<file path="src/rtl/core/rfo_pkg.sv">
package rfo_pkg;

    localparam int unsigned NUM_W = 64;
    localparam int unsigned DEN_W = 63;

    typedef enum logic [1:0] {
        KIND_ADD = 2'd0,
        KIND_SUB = 2'd1,
        KIND_MUL = 2'd2,
        KIND_DIV = 2'd3
    } t_kind;

    typedef struct packed {
        logic load;
        logic prod;
        logic combine;
        logic gcd_start;
        logic div_start;
        logic finish;
    } t_cmd;

    typedef struct packed {
        logic inf;
        logic gcd_done;
        logic div_done;
    } t_status;

endpackage

</file>
<file path="src/rtl/core/rfo_ctrl.sv">
module rfo_ctrl (
    input  logic               i_clk,
    input  logic               i_rst_n,
    input  logic               i_valid,
    output logic               o_ready,
    output logic               o_valid,
    input  logic               i_ready,
    input  rfo_pkg::t_status   i_status,
    output rfo_pkg::t_cmd      o_cmd
);
    typedef enum logic [2:0] {
        S_IDLE, S_PROD, S_COMB, S_GCD, S_WGCD, S_WDIV, S_FIN, S_OUT
    } t_state;

    t_state r_state;
    logic   r_valid;

    assign o_ready = (r_state == S_IDLE);
    assign o_valid = r_valid;

    always_comb begin
        o_cmd           = '0;
        o_cmd.load      = (r_state == S_IDLE) && i_valid;
        o_cmd.prod      = (r_state == S_PROD);
        o_cmd.combine   = (r_state == S_COMB);
        o_cmd.gcd_start = (r_state == S_GCD);
        o_cmd.div_start = (r_state == S_WGCD) && i_status.gcd_done;
        o_cmd.finish    = (r_state == S_FIN);
    end

    always_ff @(posedge i_clk) begin
        if (!i_rst_n) begin
            r_state <= S_IDLE;
            r_valid <= 1'b0;
        end else begin
            case (r_state)
                S_IDLE: if (i_valid) r_state <= S_PROD;
                S_PROD: r_state <= S_COMB;
                S_COMB: r_state <= S_GCD;
                S_GCD: r_state <= i_status.inf ? S_FIN : S_WGCD;
                S_WGCD: if (i_status.gcd_done) r_state <= S_WDIV;
                S_WDIV: if (i_status.div_done) r_state <= S_FIN;
                S_FIN: begin
                    r_state <= S_OUT;
                    r_valid <= 1'b1;
                end
                S_OUT: if (i_ready) begin
                    r_state <= S_IDLE;
                    r_valid <= 1'b0;
                end
                default: r_state <= S_IDLE;
            endcase
        end
    end
endmodule

</file>
<file path="config.mk">
export PLATFORM = sky130hd
export DESIGN_NAME = rfo_ctrl
export DESIGN_NICKNAME = d
export VERILOG_FILES = /design/src/rtl/core/rfo_pkg.sv /design/src/rtl/core/rfo_ctrl.sv
export SDC_FILE = /design/constraint.sdc
export NUM_CORES = 1
export LEC_CHECK = 0
export ABC_AREA = 0
export BUFFER_PORTS_ARGS = -buffer_cell sky130_fd_sc_hd__buf_2
export CORE_AREA = 2 2 39 41
export CTS_CLUSTER_SIZE = 12
export DETAILED_ROUTE_END_ITERATION = 6
export DIE_AREA = 0 0 41 43
export SYNTH_ARGS = -nofsm -noshare
export SYNTH_HDL_FRONTEND = slang
export SYNTH_SLANG_ARGS = --single-unit
</file>
<file path="constraint.sdc">
create_clock -name i_clk -period 1.2 [get_ports i_clk]
set_input_delay 0.3 -clock i_clk [delete_from_list [all_inputs] [get_ports i_clk]]
set_output_delay 0.3 -clock i_clk [all_outputs]
set_load 0.01 [all_outputs]
</file>
== After elaboration in Yosys (flattened, before gate mapping) ==
Cells that the tools add are included.

* Shift-type cells: 0
* Multiply operators: 0
* Eq/ne operators: 11
* Reduce and logical (&&, ||, !) cells: 6
* $add $sub $neg: 0
* Divide/modulo/power cells: 0
* Order comparisons: 0
* Bitwise logic cells: 0
* Multiplexer cells: 8

{| class="wikitable"
|+ Operators by type and width
! operator !! number
|-
| case mux 3 bit (8 select lines) || 1
|-
| equality test 3 bit, second input constant || 4
|-
| 2-to-1 mux 3 bit || 4
|-
| != test 2 bit, second input constant || 4
|-
| equality test 3 x 2 -> 1 bit, second input constant || 2
|-
| AND reduction 4 bit || 1
|-
| equality test 3 x 1 -> 1 bit, second input constant || 1
|-
| zero test 3 bit || 1
|-
| logical AND 1 bit || 2
|-
| 2-to-1 mux 2 bit || 1
|-
| case mux 1 bit (2 select lines) || 1
|-
| AND reduction 2 bit || 1
|-
| nonzero test 2 bit || 1
|-
| 2-to-1 mux 1 bit || 1
|}

* Logic and storage cells: 27
* Bits in latches: 0
* Register bits after elaboration: 4
* Memories kept: 0
* Bits of input ports: 7
* Bits in read-only memories: 0
* Memory bits (writable): 0

== Logic depth before layout (Yosys ltp) ==
Gate-level depths: netlist of the first run.

* Depth after elaboration: 3
* Depth in mapped cells: 4

== Least setup slack after synthesis of the first run ==
Ideal clock, no wire load.

* Kind: register to output
* Start point: register r_state[0]
* End point: output port o_cmd[5] (netlist name)
* Cell stages (with the launch flop): 5
* Buffers on the path: 1
* Arrival: 0.939 ns
* Required time: 0.900 ns
* Path slack: -0.039 ns
* Cell sequence: dfxtp_1 > buf_6 > or2_4 > nor2_4 > and2_1

{| class="wikitable"
|+ RTL lines
! item !! RTL line !! RTL
|-
| start: declaration || rfo_ctrl.sv:15 || <nowiki>t_state r_state;</nowiki>
|-
| start signal: assignment || rfo_ctrl.sv:40 || <nowiki>S_GCD: r_state <= i_status.inf ? S_FIN : S_WGCD;</nowiki>
|-
| end: declaration || rfo_ctrl.sv:9 || <nowiki>output rfo_pkg::t_cmd o_cmd</nowiki>
|}

==> results.md, run 1 <==
* Status: finished, violations left
* Violated checks: setup timing
* Critical Path Start Type: flip-flop
* Cells after Synth at 33
* Clk_lat worst skew at 0.23 ns
* Synth cell types at 23
* Initial antenna violation count at 0
* Largest net degree at the start of global routing at 11
* Part of the Yosys area used for sequential elements at 0.279
* Combinational Power Share at 0.421
* # Max-Cap Violations at 0
* Pre-antenna DRT Iters at 2
* Root buf cell: clkbuf_4
* Yosys synthesis warning count at 0
* CTS tree: yes
* Std cell rows at 14
* Post-route ant nets at 0
* Final Wtd Congestion at 0.723
* Period utilization at 1.18
* CP Launch Point: r_state[1]
* Pwr Total at roughly 0.56 mW
* Syn Area/Cell at 8.68 µm²
* # setup viols final at 7
* Least-Margin Pin Slew at 0.173 ns
* Total track usage at 0.101
* Syn Std Cell Area at between 200 and 300 µm²
* Worst Hold Launch: i_status[2]
* Area growth, synth to finish at 80.8%
* Fillers at 142
* Mapped Nets at 40
* Psw at approximately 0.17 mW
* 1st-iter DRT viols at 2
* Setup Skew at 0.00108 ns
* Hold Crit Class: primary input to flip-flop
* Worst Slack Setup Final at -0.217 ns
* Switch share at 0.300
* Core area at 1380 µm²
* Die area at 1760 µm²
* Die Ht at between 40 and 50 µm
* DR vias at 337
* Worst VDD drop at 400 µV
* LEAKAGE at 0.249 nW
* CP endpoint kind: primary output
* CTS max path bufs at 2
* Post-route minimum period at 1.42 ns
* Crit Path Class: flip-flop to primary output
* Clk slew on worst S/H paths at 0.04 ns
* Ports at 15
* Internal power at 0.393 mW
* Die width at 41 µm
* Worst slew margin at 0.885
* Wirelength, routed at 843 µm
* Sequential Power Share at 0.281
* CP required at 0.90 ns
* Port Buffers at 14
* FF+latch count, synth at 4
* Diodes inserted at 0
* Total gr overflow at 0
* Critical Path AT at 1.12 ns
* Clk network pwr share at 0.298
* Ratio of cells with drive above 1 in the final layout at 0.707
* Cts bufs inserted at 3
* Remaining DRCs at 0
* RSZ-0062 raised after global routing: yes
* Setup TNS at -0.842 ns
* Fmax at just over 0.7 GHz
* Vias in the first global route at 296
* First-pass GRT wire length at 1.14 mm
* Vias per Instance at 4.55
* CTS Sinks at 4
* Max-slew violation count at 0
* Dpl hpwl at 524 µm
* Total power divided by cell area at 1080 nW/µm²
* Layout Nets at 67
* Fin. Hold Viols at 0
* R2R Path Start: r_state[2]
* H-Tree Depth at 1
* Routed WL per cell at 11.4 µm
* Post-CTS Hold Buffers at 0
* Worst-path maximum fanout at 3
* Initial core utilization at 0.207
-- sequential cells by signal, indices dropped and copies added, names as in the netlist --
register,count
o_valid,1
r_state,3
-- cell families after synthesis --
kind of cell,share of synthesized area
DFF,0.279
buffers and inverters,0.131
and+or+nand+nor,0.345
AOI/OAI and AO/OA,0.170
muxes,0.0742
-- cell usage after synthesis --
cell,n,share of area
a31oi_1,1,0.022
o21a_1,1,0.026
and3b_1,1,0.031
dfxtp_1,4,0.28
nand2_1,4,0.052
a221oi_2,1,0.052
nand3_1,1,0.017
nor3b_1,2,0.052
or2_4,1,0.031
and2_1,1,0.022
o21ai_1,1,0.017
mux2i_1,1,0.035
buf_6,2,0.079
nor2_4,1,0.039
and3b_4,1,0.044
nor2_2,1,0.022
o21ai_0,1,0.017
a21oi_1,2,0.035
mux2_1,1,0.039
buf_4,1,0.026
nand4_1,1,0.022
inv_1,2,0.026
nor2_1,1,0.013
-- worst max-delay path, stage by stage (launching register included) --
cell and delay [ns]:
dfxtp_2 0.31, or2_4 0.26, nor2_4 0.08, and2_4 0.14, buf_6 0.09
-- routing by layer --
| layer | share of wire | global-route usage | up-vias |
|---|---|---|---|
| met5 | 0 | 0 | - |
| met4 | 0.011 | 0.120 | 0 |
| met3 | 0.057 | 0.0209 | 2 |
| met2 | 0.53 | 0.141 | 13 |
| met1 | 0.40 | 0.109 | 157 |
| li1 | - | - | 165 |
-- worst paths after layout --
check,cells past startpoint,end,slack (ns)
setup / recovery,4,o_cmd[5],-0.22
hold / removal,3,r_state[1],0.31
setup reg to reg,4,r_state[0],0.09
hold reg to reg,3,o_valid,0.59
-- power by group through the flow --
stage               Clock (mW)  Combinational [mW]  Sequential [mW]
floorplan                    0               0.121            0.153
CTS                      0.175               0.205            0.158
global route             0.182               0.257            0.160
global placement             0               0.174            0.159
detailed placement           0               0.174            0.159
finish                   0.167               0.236            0.158
-- through the flow --
stage | area, µm² | instances | util | hold WS (ns) | worst slack [ns]
after CTS | 468 | 71 | 0.338 | 0.311 | -0.237
final | 518 | 74 | 0.374 | 0.308 | -0.217
after global routing | 518 | 74 | 0.374 | 0.326 | -0.275
after detailed placement | 394 | 66 | 0.285 | 0.560 | -0.0199
after floorplan | 289 | 33 | - | 0.418 | -0.0252
after global placement | 394 | 66 | 0.285 | 0.561 | 0.00453
-- layout make-up --
cell class	instances	area, µm²	area share
flip-flops and latches	4	86.3	0.167
multi-input cells	24	195	0.377
repair buffers	25	186	0.360
well taps	16	20.0	0.0386
clock buffers	3	22.5	0.0435
inverters	2	7.51	0.0145
-- cells in the final DEF, fill, tap and decap left out --
cell type,netlist,routed
nand4_1,1,1
dfxtp_1,4,1
buf_2,0,11
mux2i_1,1,1
and3b_4,1,1
dfxtp_2,0,2
and2_4,0,1
and3b_1,1,1
buf_6,2,7
o21a_1,1,1
buf_4,1,7
nor2_1,1,1
mux2_1,1,1
inv_1,2,2
or2_4,1,1
a31oi_1,1,1
nand2_1,4,4
a221oi_2,1,1
o21ai_1,1,1
clkbuf_4,0,3
nand3_2,0,1
nor3b_2,0,2
nor2_4,1,2
o21ai_2,0,1
a21oi_1,2,2
dfxtp_4,0,1
-- what timing repair did --
item                                    in CTS  in global routing
endpoints found under the setup margin       7                  8
cloned                                       0                  0
pin swaps                                    3                  2
resized for setup                            9                 10
setup buffers                                2                  3
Power figures use the tool's default switching activity.
==> run 2: changes to the inputs <==
--- a/config.mk
+++ b/config.mk
@@ -11,6 +11,7 @@
 export CTS_CLUSTER_SIZE = 12
 export DETAILED_ROUTE_END_ITERATION = 6
 export DIE_AREA = 0 0 41 43
+export PLACE_DENSITY = 0.51
 export SYNTH_ARGS = -nofsm -noshare
 export SYNTH_HDL_FRONTEND = slang
 export SYNTH_SLANG_ARGS = --single-unit
==> run 2 against run 1 <==
Against the previous run:
- the run still ends with setup timing left
- core utilization up 3.0 points
- non-clock buffer count increased by 3
- via count grew 1.2%
- critical path depth unchanged
- highest routed layer unchanged
==> results.md, run 2 (synthesized netlist as in run 1, its figures left out) <==
* Status: finished, violations left
* Violated checks: setup timing
* Period utilization at 1.18
* Clk slew on worst S/H paths at about 0.04 ns
* CP Launch Point: r_state[1]
* RSZ-0062 raised after global routing: yes
* Root buf cell: clkbuf_4
* CP required at 0.90 ns
* Worst Slack Setup Final at -0.221 ns
* Worst slew margin at 0.876
* Switch share at 0.298
* Cts bufs inserted at 3
* Post-route ant nets at 0
* Setup TNS at -0.942 ns
* R2R Path Start: r_state[2]
* Port Buffers at 14
* Diodes inserted at 0
* Remaining DRCs at 0
* Most common cell after layout, fill and taps aside: buf_2
* Setup Skew at 0.00209 ns
* Vias in the first global route at 326
* Final Wtd Congestion at ~0.73
* Worst-path maximum fanout at 3
* Dpl hpwl at between 500 and 600 µm
* Die Ht at 43 µm
* CP endpoint kind: primary output
* Total power divided by cell area at 1080 nW/µm²
* # Max-Cap Violations at 0
* Area growth, synth to finish at 95.2%
* Critical Path AT at 1.12 ns
* Post-route minimum period at 1.42 ns
* Hold Crit Class: primary input to flip-flop
* Critical Path Start Type: flip-flop
* Die area at 1760 µm²
* Crit Path Class: flip-flop to primary output
* Combinational Power Share at 0.458
* LEAKAGE at 0.268 nW
* Clk_lat worst skew at about 0.24 ns
* Ports at 15
* Commonest non-fill, non-tap cells in the layout: buf_2, buf_6, buf_4
* Fin. Hold Viols at 0
* Routed WL per cell at between 10 and 15 µm
* Std cell rows at 14
* 1st-iter DRT viols at 1
* First-pass GRT wire length at 1.30 mm
* Total track usage at 0.116
* Pre-antenna DRT Iters at 4
* # setup viols final at 7
* Initial core utilization at 0.207
* Most flops, register: r_state
* Total gr overflow at 0
* Psw at ~0.18 mW
* DR vias at 341
* Vias per Instance at 4.43
* Layout Nets at 70
* Least-Margin Pin Slew at 0.185 ns
* Largest net degree at the start of global routing at 11
* Internal power at 0.424 mW
* Worst VDD drop at approximately 430 µV
* CTS Sinks at 4
* CTS max path bufs at 2
* Ratio of cells with drive above 1 in the final layout at 0.738
* Die width at 41 µm
* Post-CTS Hold Buffers at 0
* Post-Route Utilization at 0.404
* Wirelength, routed at about 860 µm
* Initial antenna violation count at 0
* Clk network pwr share at 0.280
* Max reg flops at 3
* Setup WS pre-CTS at -0.0342 ns
* Pwr Total at between 0.6 and 0.7 mW
* Worst Hold Launch: i_rst_n
* Fmax at around 0.70 GHz
* Sequential Power Share at 0.262
* Max-slew violation count at 0
* CTS tree: yes
* Core area at around 1400 µm²
* H-Tree Depth at 1
## run 2: final timing paths
check | depth (start not counted) | slack [ns] | end
max | 4 | -0.22 | o_cmd[5]
min | 2 | 0.31 | o_valid
max reg2reg | 4 | 0.07 | r_state[0]
min reg2reg | 3 | 0.58 | o_valid
## run 2: repair_timing
action / CTS / global route
pin swaps: 3 / 3
buffers inserted: 4 / 4
endpoints found under the setup margin: 7 / 8
endpoints found under the hold margin: 0 / 0
resized for setup: 9 / 14
## run 2: critical path, stage by stage, from the launching register on
cell,delay [ns]
dfxtp_2,0.31
or2_4,0.26
nor2_4,0.08
and2_4,0.14
buf_6,0.09
## run 2: power groups by stage
stage	sequential (mW)	combinational [mW]	clock [mW]
floorplan	0.153	0.121	0
global placement	0.159	0.174	0
detailed placement	0.160	0.175	0
CTS	0.159	0.218	0.177
global route	0.159	0.299	0.189
finish	0.158	0.277	0.169
## run 2: metal layers
metal / wire length (µm) / part of all wire / vias to the layer above / GRT usage
li1: - / - / 171 / -
met1: 334 / 0.39 / 155 / 0.103
met2: 461 / 0.54 / 13 / 0.181
met3: 59 / 0.069 / 2 / 0.0366
met4: 4 / 0.0046 / 0 / 0.120
met5: 0 / 0 / - / 0
## run 2: layout make-up
| class | instances | area, µm² |
|---|---|---|
| fill | 142 | 825 |
| timing repair buffer | 28 | 219 |
| multi-input combinational | 24 | 204 |
| sequential | 4 | 86.3 |
| clock buffer | 3 | 22.5 |
| tap | 16 | 20.0 |
| inverter | 2 | 7.51 |
## run 2: through the flow
stage	instances	hold slack [ns]	area [µm²]
2_1_floorplan	33	0.418	289
3_5_place_dp	66	0.563	394
6_report	77	0.314	559
5_1_grt	77	0.308	559
3_3_place_gp	66	0.565	394
4_1_cts	73	0.314	483
==> run 3: changes to the inputs <==
--- a/config.mk
+++ b/config.mk
@@ -15,3 +15,4 @@
 export SYNTH_ARGS = -nofsm -noshare
 export SYNTH_HDL_FRONTEND = slang
 export SYNTH_SLANG_ARGS = --single-unit
+export TNS_END_PERCENT = 10
==> run 3 against run 2 <==
Against the previous run:
- critical endpoint unchanged
- routed wire length fell by 15%
- cell area fell by 18%
- final cell count fell by 9.1%
- the flow still finishes with violations (setup timing)
- power fell by 14%
- setup slack improved by 0.0055 ns
- critical path depth did not move
- fmax rose by 0.39%
==> results.md, run 3 (synthesized netlist as in run 1, its figures left out) <==
* Status: finished, violations left
* Violated checks: setup timing
* Max-slew violation count at 0
* Top Usage Layer GRT: met2
* Pwr Total at about 0.52 mW
* Clk_lat worst skew at 0.24 ns
* Vias per Instance at 4.47
* Total track usage at 0.111
* CP Launch Point: r_state[1]
* Period utilization at 1.18
* Commonest non-fill, non-tap cells in the layout: buf_2, buf_4, nand2_1, buf_6, clkbuf_4
* Met2 Usage GRT at 0.169
* Met1 Use GR at 0.100
* Fin. Hold Viols at 0
* Worst Hold Launch: i_rst_n
* Worst slew margin at 0.841
* Core area at 1380 µm²
* Vias in the first global route at 309
* Internal power at 0.368 mW
* Clk network pwr share at 0.321
* CTS tree: yes
* Routed WL per cell at 10.4 µm
* Max reg flops at 3
* Layout Nets at 63
* Die width at 41 µm
* DR vias at about 310
* Setup Skew at 0.00315 ns
* CP required at 0.90 ns
* Diodes inserted at 0
* Non-filler cells, final at 70
* Crit Path Class: flip-flop to primary output
* # Max-Cap Violations at 0
* Setup WS pre-CTS at -0.0342 ns
* Worst Slack Setup Final at -0.216 ns
* Total power divided by cell area at 1140 nW/µm²
* Worst VDD drop at 417 µV
* Total gr overflow at 0
* LEAKAGE at 0.217 nW
* Post-CTS Hold Buffers at 0
* Die Ht at 43 µm
* Pre-antenna DRT Iters at 4
* Critical Path AT at between 1 and 1.5 ns
* Largest net degree at the start of global routing at 11
* Worst-path maximum fanout at 3
* Std cell rows at 14
* Area growth, synth to finish at 59.8%
* CP endpoint kind: primary output
* CTS max path bufs at 2
* Placed Cells at 66
* Post-route minimum period at 1.42 ns
* Fmax at 0.706 GHz
* Register area at ~86 µm²
* Dpl hpwl at around 540 µm
* Sequential Power Share at 0.306
* Die area at approximately 1800 µm²
* CTS Sinks at 4
* Most flops, register: r_state
* First-pass GRT wire length at 1.23 mm
* Ratio of cells with drive above 1 in the final layout at 0.611
* Root buf cell: clkbuf_4
* Switch share at 0.296
* H-Tree Depth at 1
* R2R Path Start: r_state[0]
* # setup viols final at 7
* Initial core utilization at 0.207
* Least-Margin Pin Slew at around 0.24 ns
* Met3 usage at 0.0366
* Fillers at 146
* Clk slew on worst S/H paths at 0.04 ns
* Psw at roughly 0.15 mW
* Cts bufs inserted at 3
* Final Wtd Congestion at 0.726
* Ports at 15
* Combinational Power Share at 0.373
* Remaining DRCs at 0
* Post-route ant nets at 0
* Port Buffers at 14
* Initial antenna violation count at 0
* Critical Path Start Type: flip-flop
* RSZ-0062 raised after global routing: yes
* Wirelength, routed at 730 µm
* Most common cell after layout, fill and taps aside: buf_2
* Hold Crit Class: primary input to flip-flop
* 1st-iter DRT viols at 3
* Multi-input logic area at 176 µm²
[run 3: critical path: stages (launching register included)]
cell and delay, ns:
dfxtp_2 0.31, or2_4 0.26, nor2_4 0.08, and2_4 0.14, buf_6 0.09
[run 3: final cells by class]
class,instances,share of cell area
Clock buffer,3,0.0492
Inverter,2,0.0164
Multi-Input combinational cell,24,0.385
Timing Repair Buffer,21,0.317
Sequential cell,4,0.189
Tap cell,16,0.0437
[run 3: per-layer routing]
layer	wire, µm	up-vias
li1	-	156
met1	288	142
met2	377	15
met3	64	0
met4	0	0
met5	0	-
[run 3: worst paths after layout]
| kind | endpoint | slack [ns] | depth (start not counted) |
|---|---|---|---|
| min reg2reg | r_state[0] | 0.55 | 2 |
| min | o_valid | 0.32 | 2 |
| max | o_cmd[5] | -0.22 | 4 |
| max reg2reg | r_state[1] | 0.09 | 5 |
[run 3: repair_timing]
action | 4_1_cts | 5_1_grt
setup endpoints to repair | 7 | 7
endpoints found under the hold margin | 0 | 0
gates resized for setup | 8 | 1
setup buffers | 1 | 0
pin swaps | 3 | 1
[run 3: power groups by stage]
stage | clock network, mW | registers [mW] | logic [mW]
CTS | 0.177 | 0.159 | 0.197
floorplan | 0 | 0.153 | 0.121
global placement | 0 | 0.159 | 0.174
global route | 0.189 | 0.161 | 0.216
detailed placement | 0 | 0.160 | 0.175
finish | 0.168 | 0.160 | 0.195
[run 3: through the flow]
step,cell area (µm²),hold slack (ns),TNS (ns),util
CTS,457,0.314,-1.13,0.330
floorplan,289,0.418,-0.0252,-
detailed placement,394,0.563,-0.0342,0.285
finish,458,0.320,-0.956,0.331
global placement,394,0.565,-0.00847,0.285
global route,458,0.308,-1.39,0.331
